**src/rtl/bnms_ram.sv**
```systemverilog
// ----------------------------------------------------------------------------
// bnms_ram: generic simple dual-port ram
// One write port, one read port with registered read data.
// ----------------------------------------------------------------------------
module bnms_ram #(
    parameter int WIDTH = 8,
    parameter int DEPTH = 64
) (
    input  logic                     i_clk,
    input  logic                     i_we,
    input  logic [$clog2(DEPTH)-1:0] i_waddr,
    input  logic [WIDTH-1:0]         i_wdata,
    input  logic [$clog2(DEPTH)-1:0] i_raddr,
    output logic [WIDTH-1:0]         o_rdata
);

    logic [WIDTH-1:0] r_mem [DEPTH];
    logic [WIDTH-1:0] r_rdata;

    always_ff @(posedge i_clk) begin
        if (i_we) begin
            r_mem[i_waddr] <= i_wdata;
        end
        r_rdata <= r_mem[i_raddr];
    end

    assign o_rdata = r_rdata;

endmodule

```
**config.mk**
```make
export PLATFORM = sky130hd
export DESIGN_NAME = bnms_ram
export DESIGN_NICKNAME = d
export VERILOG_FILES = /design/src/rtl/bnms_ram.sv
export SDC_FILE = /design/constraint.sdc
export NUM_CORES = 1
export LEC_CHECK = 0
export BUFFER_PORTS_ARGS = -buffer_cell sky130_fd_sc_hd__buf_2
export CAP_MARGIN = 20
export CORE_ASPECT_RATIO = 1.5
export CORE_UTILIZATION = 30
export CTS_CLUSTER_DIAMETER = 100
export DETAILED_ROUTE_END_ITERATION = 8
export GPL_ROUTABILITY_DRIVEN = 0
export PLACE_DENSITY = 0.43
export SYNTH_ARGS = -nofsm -noshare
export SYNTH_HDL_FRONTEND = slang
export SYNTH_SLANG_ARGS = --single-unit
```
**constraint.sdc**
```tcl
create_clock -name i_clk -period 2.8 [get_ports i_clk]
set_clock_uncertainty 0.05 [all_clocks]
set_input_delay 0.56 -clock i_clk [delete_from_list [all_inputs] [get_ports i_clk]]
set_output_delay 0.56 -clock i_clk [all_outputs]
set_load 0.005 [all_outputs]
```
==> load_flow_metrics.sql <==
INSERT INTO impl_metrics (metric_group, metric, value, unit) VALUES
('power_and_ir_drop', 'ir_worst_vdd', '0.3722', 'mV'),
('clock_network', 'ctsLongestPathBuffers', '3', ''),
('logic_synthesis', 'netlist_instances', '940', ''),
('worst_hold_path', 'worst_hold_startpoint', 'i_wdata[4]', ''),
('detailed_routing', 'drc', '0', ''),
('placed_design', 'dpl-instance-area', '22320', 'um^2'),
('worst_setup_path', 'critical_path_arrival', '2.52', 'ns'),
('timing', 'finalSetupTns', '0', 'ns'),
('worst_setup_path', 'regToRegStartpoint', 'r_mem[24][4]$_DFFE_PP_', ''),
('logic_synthesis', 'synth.avg_cell_area', '21.45', 'um^2'),
('run_status', 'run_status', 'complete, no violations', ''),
('logic_synthesis', 'number_of_different_library_cells_in_the_post_synthesis_netlist', '40', ''),
('timing', 'relative_slew_margins', '0.5255', ''),
('detailed_routing', 'wl_per_cell', '25.73', 'um'),
('worst_setup_path', 'cp_data_required_time', '3.21', 'ns'),
('clock_network', 'clock_tree_from_tritoncts', 'built', ''),
('floorplanning', 'die_area', '68290', 'um^2'),
('worst_setup_path', 'sort_of_element_at_the_end_of_the_critical_path', 'flop', ''),
('logic_synthesis', 'ys_async_sr_fraction', '0', ''),
('logic_synthesis', 'dominantRegCellSynth', 'edfxtp_1', ''),
('floorplanning', 'ioPinCount', '30', ''),
('power_and_ir_drop', 'power_leakage', '7.627', 'nW'),
('finish', 'fraction_of_final_layout_cells_sized_beyond_drive_strength_1', '0.3293', ''),
('finish', 'area_of_combinational_cells_with_multiple_inputs', '4315', 'um^2'),
('timing', 'worst_hold_slack', '0.4203', 'ns'),
('timing', 'timing_max_transition_violations_final', '0', ''),
('global_route', 'groute.usage.overall', '0.1573', ''),
('detailed_routing', 'vias', '9720', ''),
('worst_hold_path', 'hold-path-cell-count', '1', ''),
('worst_hold_path', 'terminating_pin_of_the_worst_hold_path', 'r_mem[24][4]$_DFFE_PP_', ''),
('timing', 'fin_crit_sh', '0.7521', ''),
('placed_design', 'placement.io_buffers', '29', ''),
('clock_network', 'cts_num_sinks', '520', ''),
('logic_synthesis', 'synth_most_common_cell', 'edfxtp_1', ''),
('clock_network', 'cts_max_level', '2', ''),
('logic_synthesis', 'synth.top_cells.by_count', 'edfxtp_1, mux4_2, nor2_1', ''),
('job', 'max_cap_viol_count', '0', ''),
('floorplanning', 'initial_core_util', '0.3027', ''),
('global_route', 'initial_antenna_violation_count', '0', ''),
('worst_setup_path', 'worst_reg2reg_path_depth', '6', ''),
('detailed_routing', 'vias_per_cell', '4.788', ''),
('logic_synthesis', 'synth.area.top_cells', 'edfxtp_1, mux4_2, nor2_1', ''),
('timing', 'timing.final.hold_violations', '0', ''),
('logic_synthesis', 'synth.largest_area_cell', 'edfxtp_1', ''),
('detailed_routing', 'wl', '52.24', 'mm'),
('floorplanning', 'die_h', '319.5', 'um'),
('detailed_routing', 'drt_pass_1_iters', '5', ''),
('power_and_ir_drop', 'power_density', '681.0', 'nW/um^2'),
('worst_setup_path', 'timing.reg2reg.setup_slack', '0.77', 'ns'),
('floorplanning', 'placement_rows', '116', ''),
('logic_synthesis', 'synth.cell_area', '20170', 'um^2'),
('detailed_routing', 'final_antenna_net_count', '0', ''),
('logic_synthesis', 'synth.yosys.seq_area_share', '0.7703', ''),
('clock_network', 'tritoncts.num_buffers', '50', ''),
('clock_network', 'cts_setup_buffers', '0', ''),
('worst_setup_path', 'worstPathMaxFanout', '23', ''),
('logic_synthesis', 'synth-edff-count', '512', ''),
('worst_setup_path', 'cp-start-kind', 'primary input', ''),
('logic_synthesis', 'synth_warnings', '0', ''),
('global_route', 'grt_max_degree', '65', ''),
('logic_synthesis', 'synth_top_area_frac', '0.7624', ''),
('placed_design', 'dp_hpwl', '34.58', 'mm'),
('finish', 'post-route-cell-area', '23930', 'um^2'),
('timing', 'rsz0062_at_grt', 'no', ''),
('timing', 'setup_viol', '0', ''),
('detailed_routing', 'initialDrtViolationCount', '611', ''),
('clock_network', 'postCtsHoldBufs', '0', ''),
('global_route', 'global_route_wire_length_before_repair', '75.13', 'mm'),
('logic_synthesis', 'ys_ff_latch', '520', ''),
('worst_setup_path', 'path_class', 'primary input to flop', ''),
('finish', 'syn2layout_area_growth', '18.66', '%');
-- worst max path at each step --
stage	start	endpoint	slack, ns
3_5_place_dp	i_raddr[0]	o_rdata[2]$_DFF_P_	0.07
3_3_place_gp	i_raddr[0]	o_rdata[5]$_DFF_P_	0.06
2_1_floorplan	i_raddr[1]	o_rdata[3]$_DFF_P_	0.52
5_1_grt	i_raddr[0]	o_rdata[0]$_DFF_P_	0.61
6_report	i_raddr[0]	o_rdata[0]$_DFF_P_	0.69
4_1_cts	i_raddr[0]	o_rdata[0]$_DFF_P_	0.71
-- state kept, by name (all words and copies together), names as in the netlist --
name     cells
o_rdata      8
r_mem      512
-- through the flow --
| step | setup slack [ns] | utilization | std cells | power [W] |
|---|---|---|---|---|
| floorplan | 0.5223 | - | 940 | 0.009253 |
| global placement | 0.05846 | 0.3350 | 1938 | 0.009739 |
| detailed placement | 0.06871 | 0.3350 | 1938 | 0.009742 |
| CTS | 0.7091 | 0.3592 | 2030 | 0.01653 |
| global route | 0.6102 | 0.3592 | 2030 | 0.01680 |
| finish | 0.6940 | 0.3592 | 2030 | 0.01630 |
-- metal layers --
| layer | up-vias | part of all wire | GRT usage |
|---|---|---|---|
| met5 | - | 0 | 0 |
| met4 | 0 | 0.031 | 0.05556 |
| met3 | 78 | 0.035 | 0.01826 |
| met2 | 193 | 0.54 | 0.2864 |
| met1 | 5192 | 0.39 | 0.1889 |
| li1 | 4257 | - | - |
-- power breakdown --
part / total (W) / switching, W / internal, W
clock network: 0.00675 / 0.00295 / 0.00380
logic: 0.000906 / 0.000541 / 0.000366
registers: 0.00864 / 0.0000261 / 0.00861
-- critical path, stage by stage --
cell and delay, ns:
clkbuf_8 0.26, buf_12 0.26, mux4_2 0.58, mux4_2 0.49, nor2_1 0.11, nor3_1 0.06, o2bb2ai_1 0.15
-- final cells by class --
type                       count  share of cell area
sequential                   520              0.6492
multi-input combinational    369              0.1803
timing repair buffer         164             0.05683
clock buffer                  57             0.05427
tap                          885             0.04627
clock inverter                35             0.01312
-- placed cells by master, fill, tap and decap left out, types with 3 or more instances in the layout --
master and instances:
clkinv_2 11, nor3_1 7, a22oi_1 3, mux2i_1 23, dfxtp_1 8, o221ai_1 8, nor2_1 83, bufinv_16 5
nor2b_1 14, edfxtp_1 512, nand2b_1 7, clkinv_1 14, nand3_1 13, clkbuf_1 6, buf_2 26, clkbuf_16 51
o2bb2ai_1 3, a21oi_1 3, mux2_2 13, buf_4 122, a211oi_1 4, buf_12 15, mux4_2 126, a221oi_1 6
o2111ai_1 3, nand3b_1 3, nand2_1 19, o22ai_1 8
-- logic make-up (layout without fill, tap and decap cells) --
group,after synthesis,after routing,synth area share
compound gates,54,54,0.02072
buf+inv,51,256,0.01570
flops,520,520,0.7703
mux,162,162,0.1594
simple gates,153,153,0.03387
Power figures use the tool's default switching activity.
