File: config.mk
export PLATFORM = sky130hd
export DESIGN_NAME = bnms_iou
export DESIGN_NICKNAME = d
export VERILOG_FILES = /design/src/rtl/bnms_pkg.sv /design/src/rtl/bnms_iou.sv
export SDC_FILE = /design/constraint.sdc
export NUM_CORES = 2
export LEC_CHECK = 0
export CAP_MARGIN = 20
export CORE_AREA = 5 5 227 229
export DETAILED_ROUTE_END_ITERATION = 16
export DIE_AREA = 0 0 232 234
export DONT_BUFFER_PORTS = 1
export GPL_ROUTABILITY_DRIVEN = 0
export PLACE_DENSITY = 0.7
export SYNTH_ARGS = -nofsm -noshare
export SYNTH_HDL_FRONTEND = slang
export SYNTH_SLANG_ARGS = --single-unit
File: constraint.sdc
create_clock -name i_clk -period 13.1 [get_ports i_clk]
set_input_delay 0 -clock i_clk [delete_from_list [all_inputs] [get_ports i_clk]]
set_output_delay 0 -clock i_clk [all_outputs]
set_load 0.1 [all_outputs]
File: src/rtl/bnms_pkg.sv
// ----------------------------------------------------------------------------
// bnms_pkg: shared types and constants of box non-maximum suppression
// Default sizes, register map, controller and overlap unit state types.
// ----------------------------------------------------------------------------
package bnms_pkg;

    localparam int MAX_BOXES_DEF  = 64;
    localparam int COORD_BITS_DEF = 12;
    localparam int CLASS_BITS_DEF = 8;

    localparam int CONF_BITS = 16;
    localparam int THR_BITS  = 16;
    localparam logic [THR_BITS-1:0] THR_RESET = 16'd29491;

    // register index as seen on paddr[2]
    localparam logic REG_IOU_THR = 1'b0;

    typedef enum logic [3:0] {
        CTL_IDLE,
        CTL_INS,
        CTL_INS_WAIT,
        CTL_SCAN,
        CTL_SCAN_RD,
        CTL_SCAN_BOX,
        CTL_EMIT,
        CTL_CMP,
        CTL_CMP_RD,
        CTL_CMP_BOX,
        CTL_IOU,
        CTL_FLUSH
    } t_ctl_state;

    typedef enum logic [2:0] {
        IOU_IDLE,
        IOU_INTER,
        IOU_AREA_A,
        IOU_AREA_B,
        IOU_UNION,
        IOU_THR,
        IOU_CMP
    } t_iou_state;

    typedef struct packed {
        logic done;
        logic hit;
    } t_iou_res;

endpackage

File: src/rtl/bnms_iou.sv
// ----------------------------------------------------------------------------
// bnms_iou: overlap test with one shared multiplier
// Decides inter * 2^16 > threshold * union for two boxes.
// ----------------------------------------------------------------------------
module bnms_iou
    import bnms_pkg::*;
#(
    parameter int COORD_BITS = COORD_BITS_DEF
) (
    input  logic                    i_clk,
    input  logic                    i_rst_n,
    input  logic                    i_start,
    input  logic [4*COORD_BITS-1:0] i_box_a,
    input  logic [4*COORD_BITS-1:0] i_box_b,
    input  logic [THR_BITS-1:0]     i_thr,
    output t_iou_res                o_res
);

    localparam int W  = COORD_BITS;
    localparam int AW = 2 * W;
    localparam int UW = AW + 1;
    localparam int PW = THR_BITS + UW;

    t_iou_state r_state, n_state;
    logic [W-1:0] r_dx, r_dy, r_wa, r_ha, r_wb, r_hb;
    logic [W-1:0] c_dx, c_dy, c_wa, c_ha, c_wb, c_hb;
    logic [W-1:0] al, at, ar, ab, bl, bt, br, bb;
    logic [W-1:0] ix1, iy1, ix2, iy2;
    logic [THR_BITS-1:0] r_thr;
    logic [AW-1:0] r_inter, n_inter, r_area, n_area;
    logic [UW-1:0] r_uni, n_uni;
    logic [PW-1:0] r_prod, n_prod;
    logic [THR_BITS-1:0] opa;
    logic [UW-1:0] opb;
    t_iou_res r_res, n_res;

    assign al = i_box_a[W-1:0];
    assign at = i_box_a[2*W-1:W];
    assign ar = i_box_a[3*W-1:2*W];
    assign ab = i_box_a[4*W-1:3*W];
    assign bl = i_box_b[W-1:0];
    assign bt = i_box_b[2*W-1:W];
    assign br = i_box_b[3*W-1:2*W];
    assign bb = i_box_b[4*W-1:3*W];

    always_comb begin
        ix1  = (al > bl) ? al : bl;
        iy1  = (at > bt) ? at : bt;
        ix2  = (ar < br) ? ar : br;
        iy2  = (ab < bb) ? ab : bb;
        c_dx = (ix2 > ix1) ? ix2 - ix1 : '0;
        c_dy = (iy2 > iy1) ? iy2 - iy1 : '0;
        // inverted sides count as zero width
        c_wa = (ar > al) ? ar - al : '0;
        c_ha = (ab > at) ? ab - at : '0;
        c_wb = (br > bl) ? br - bl : '0;
        c_hb = (bb > bt) ? bb - bt : '0;
    end

    assign n_prod = PW'(opa) * PW'(opb);

    always_comb begin
        n_state = r_state;
        n_inter = r_inter;
        n_area  = r_area;
        n_uni   = r_uni;
        n_res   = '0;
        opa     = '0;
        opb     = '0;
        unique case (r_state)
            IOU_IDLE: begin
                if (i_start) begin
                    n_state = IOU_INTER;
                end
            end
            IOU_INTER: begin
                if (r_dx == '0 || r_dy == '0) begin
                    n_res   = '{done: 1'b1, hit: 1'b0};
                    n_state = IOU_IDLE;
                end else begin
                    opa     = THR_BITS'(r_dx);
                    opb     = UW'(r_dy);
                    n_state = IOU_AREA_A;
                end
            end
            IOU_AREA_A: begin
                n_inter = r_prod[AW-1:0];
                opa     = THR_BITS'(r_wa);
                opb     = UW'(r_ha);
                n_state = IOU_AREA_B;
            end
            IOU_AREA_B: begin
                n_area  = r_prod[AW-1:0];
                opa     = THR_BITS'(r_wb);
                opb     = UW'(r_hb);
                n_state = IOU_UNION;
            end
            IOU_UNION: begin
                n_uni   = UW'(r_area) + UW'(r_prod[AW-1:0]) - UW'(r_inter);
                n_state = IOU_THR;
            end
            IOU_THR: begin
                opa     = r_thr;
                opb     = r_uni;
                n_state = IOU_CMP;
            end
            IOU_CMP: begin
                n_res   = '{done: 1'b1,
                            hit: (PW'({r_inter, {THR_BITS{1'b0}}}) > r_prod)};
                n_state = IOU_IDLE;
            end
            default: begin
                n_state = IOU_IDLE;
            end
        endcase
    end

    always_ff @(posedge i_clk) begin
        if (!i_rst_n) begin
            r_state <= IOU_IDLE;
            r_res   <= '0;
        end else begin
            r_state <= n_state;
            r_res   <= n_res;
        end
    end

    always_ff @(posedge i_clk) begin
        if (r_state == IOU_IDLE && i_start) begin
            r_dx  <= c_dx;
            r_dy  <= c_dy;
            r_wa  <= c_wa;
            r_ha  <= c_ha;
            r_wb  <= c_wb;
            r_hb  <= c_hb;
            r_thr <= i_thr;
        end
        r_inter <= n_inter;
        r_area  <= n_area;
        r_uni   <= n_uni;
        r_prod  <= n_prod;
    end

    assign o_res = r_res;

endmodule

==> load_flow_metrics.sql <==
INSERT INTO impl_metrics (metric_group, metric, value, unit) VALUES
('die', 'die_width', '232', 'um'),
('timing', 'finalClockSkew', '0.0287', 'ns'),
('timing', 'drv_slew', '0', ''),
('synthesis', 'synth.largest_area_cell', 'sky130_fd_sc_hd__fa_1', ''),
('timing', 'layout_worst_path_cycle_share', '69.7', '%'),
('grt', 'overflow', '0', ''),
('critical_path', 'r2r_setup_slack', '3.96', 'ns'),
('synthesis', 'syn_area_per_cell', '9.09', 'um2'),
('grt', 'grt.busiest_layer', 'met2', ''),
('die', 'placement_rows', '82', ''),
('cts', 'h-tree-depth', '1', ''),
('cts', 'cts_num_sinks', '207', ''),
('synthesis', 'synth.cells.most_frequent', '575 x sky130_fd_sc_hd__inv_1, 371 x sky130_fd_sc_hd__nand2_1, 350 x sky130_fd_sc_hd__fa_1', ''),
('final_layout', 'ff_latch_area', '5760', 'um2'),
('timing', 'pnr_worst_setup_slack', '3.96', 'ns'),
('synthesis', 'synth.ff_latch_count', '207', ''),
('cts', 'clk_root_buffer_cell', 'sky130_fd_sc_hd__clkbuf_16', ''),
('route', 'drc_violation_count_after_routing', '0', ''),
('synthesis', 'synth_cells', '2942', ''),
('cts', 'clkTransAtPathRegs', '0.06', 'ns'),
('grt', 'grt_util_met3', '5.91', '%'),
('power_and_ir_drop', 'power_density', '93.0', 'nW/um2'),
('route', 'drtAntennaViolNets', '0', ''),
('critical_path', 'crit_path_start_kind', 'flop', ''),
('final_layout', 'stdcell_area', '28900', 'um2'),
('synthesis', 'netlist_area', '26800', 'um2'),
('worst_hold_path', 'hold_path_depth', '3', ''),
('critical_path', 'ff2ff_path_depth', '25', ''),
('grt', 'initial_antenna_violation_count', '1', ''),
('timing', 'final-hold-violation-count', '0', ''),
('timing', 'finalSetupTns', '0', 'ns'),
('synthesis', 'yosysTopAreaCellShare', '26.2', '%'),
('route', 'initialDrtViolationCount', '2062', ''),
('flow_run', 'cap_violations', '0', ''),
('final_layout', 'areaGrowthSynthToFinish', '8.03', '%'),
('timing', 'max_freq', '109', 'MHz'),
('grt', 'groute.usage.overall', '28.3', '%'),
('placement', 'place.detailed.instances', '3532', ''),
('route', 'viasPerCell', '5.86', ''),
('synthesis', 'synth.yosys.seq_area_share', '21.5', '%'),
('worst_hold_path', 'hold_path_startpoint', 'i_box_b[45]', ''),
('route', 'wl_per_cell', '20.9', 'um'),
('worst_hold_path', 'min_delay_worst_endpoint', 'r_hb[10]', ''),
('timing', 'hold_ws', '0.0125', 'ns'),
('critical_path', 'critPathTopFamily', 'adder cells', ''),
('timing', 'clock_period_minus_worst_slack', '9.14', 'ns'),
('final_layout', 'nFillCells', '4274', ''),
('power_and_ir_drop', 'irDropWorstVdd', '0.000123', 'V'),
('die', 'fp.coreArea', '49500', 'um2'),
('timing', 'timing.max_slew.rel_slack', '28.5', '%'),
('final_layout', 'num-nets-final', '3697', ''),
('synthesis', 'synthFlopType', 'sky130_fd_sc_hd__edfxtp_1', ''),
('placement', 'placed_cell_area', '27400', 'um2'),
('grt', 'grt_start_max_net_pins', '89', ''),
('die', 'io_pins', '117', ''),
('final_layout', 'post_layout_nonfiller_instances', '3644', ''),
('timing', 'tightest_pin_transition', '1.07', 'ns'),
('critical_path', 'max_fanout_on_critical_path', '46', ''),
('synthesis', 'async_flop_share', '0', '%'),
('critical_path', 'worstSetupPathType', 'reg2reg', ''),
('run_status', 'run_status', 'finished clean', ''),
('placement', 'hpwlAfterDp', '60600', 'um'),
('synthesis', 'syn_nets', '3687', ''),
('placement', 'dpl_worst_slack', '4.12', 'ns'),
('critical_path', 'signal_arrival_time_at_the_worst_endpoint', '9.61', 'ns'),
('cts', 'clock_tree_from_tritoncts', 'yes', ''),
('cts', 'worst_skew_pair.late_latency', '0.56', 'ns'),
('critical_path', 'reg2reg_to', 'r_prod[37]', ''),
('grt', 'met2_routing_resource_usage_after_global_routing', '47.7', '%'),
('final_layout', 'multi_input_area', '18500', 'um2'),
('route', 'dr.pass1.iters', '6', '');
## cells by family (layout without fill, tap and decap cells)
logic type,count (synthesis),after routing,share of synthesized area [%]
AOI/OAI and AO/OA,428,428,10.6
adders and majority gates,630,630,39.3
other,0,1,0
and+or+nand+nor,876,876,14.7
xor gates and xnor gates,87,87,2.85
muxes,40,40,1.60
buffers and inverters,674,703,9.48
DFF,207,207,21.5
## layout by cell type (no fill, tap or decap), types with 56 or more instances in the layout
| master | Yosys | final |
|---|---|---|
| sky130_fd_sc_hd__inv_1 | 575 | 575 |
| sky130_fd_sc_hd__fa_1 | 350 | 350 |
| sky130_fd_sc_hd__a21o_1 | 61 | 61 |
| sky130_fd_sc_hd__xnor2_1 | 61 | 61 |
| sky130_fd_sc_hd__o21ai_0 | 72 | 72 |
| sky130_fd_sc_hd__edfxtp_1 | 161 | 161 |
| sky130_fd_sc_hd__a21oi_1 | 124 | 124 |
| sky130_fd_sc_hd__nand2_1 | 371 | 371 |
| sky130_fd_sc_hd__nor3_1 | 57 | 56 |
| sky130_fd_sc_hd__ha_1 | 280 | 280 |
| sky130_fd_sc_hd__nor2_1 | 224 | 224 |
| sky130_fd_sc_hd__dlygate4sd3_1 | 0 | 61 |
## worst max-delay path by stage
stage	cells past startpoint	end	start	slack, ns
floorplan	4	r_dx[0]	r_state[0]	2.35
global placement	25	r_prod[37]	r_state[1]	4.44
detailed placement	25	r_prod[37]	r_state[1]	4.12
CTS	25	r_prod[37]	r_state[1]	4.07
global route	25	r_prod[37]	r_state[1]	3.59
finish	25	r_prod[37]	r_state[1]	3.96
## where the power goes
part	switching, W	internal [W]	total, W
clock	0.000298	0.000401	0.000699
combinational	0.000671	0.000430	0.00110
sequential	0.0000605	0.000827	0.000888
total	0.00103	0.00166	0.00269
## what timing repair did
action	CTS	global route
hold buffers	61	0
hold endpoints to repair	54	0
resized for setup	0	0
## layout make-up
class	count	share of cell area (%)
Antenna cell	1	0.00866
Clock buffer	32	2.40
Clock inverter	14	0.442
Inverter	575	7.47
Multi-Input combinational cell	2061	64.0
Sequential cell	207	19.9
Tap cell	672	2.91
Timing Repair Buffer	82	2.83
## tightest hold or removal path, cell delays in order
cell and delay [ns]:
sky130_fd_sc_hd__ha_1 0.16, sky130_fd_sc_hd__a211oi_1 0.06, sky130_fd_sc_hd__nor3_1 0.17
## per-layer routing
metal	wire, um	share of wire (%)	vias to the layer above
li1	-	-	9546
met1	29000	38	10400
met2	35900	47	1149
met3	6710	8.8	283
met4	4580	6.0	0
met5	0	0	-
## metrics by stage
step	total power [W]	util, %
6_report	0.00269	58.4
5_1_grt	0.00284	58.4
4_1_cts	0.00267	58.3
3_5_place_dp	0.00195	55.4
3_3_place_gp	0.00192	55.4
2_1_floorplan	0.00166	-
## flip-flops by register name, indices dropped and copies added (netlist names)
register,cells
r_prod,41
r_uni,25
r_area,24
r_inter,24
r_thr,16
r_dx,12
r_dy,12
r_ha,12
r_hb,12
r_wa,12
r_wb,12
r_state,3
o_res,2
No activity file was read; power rests on OpenSTA's default activity.
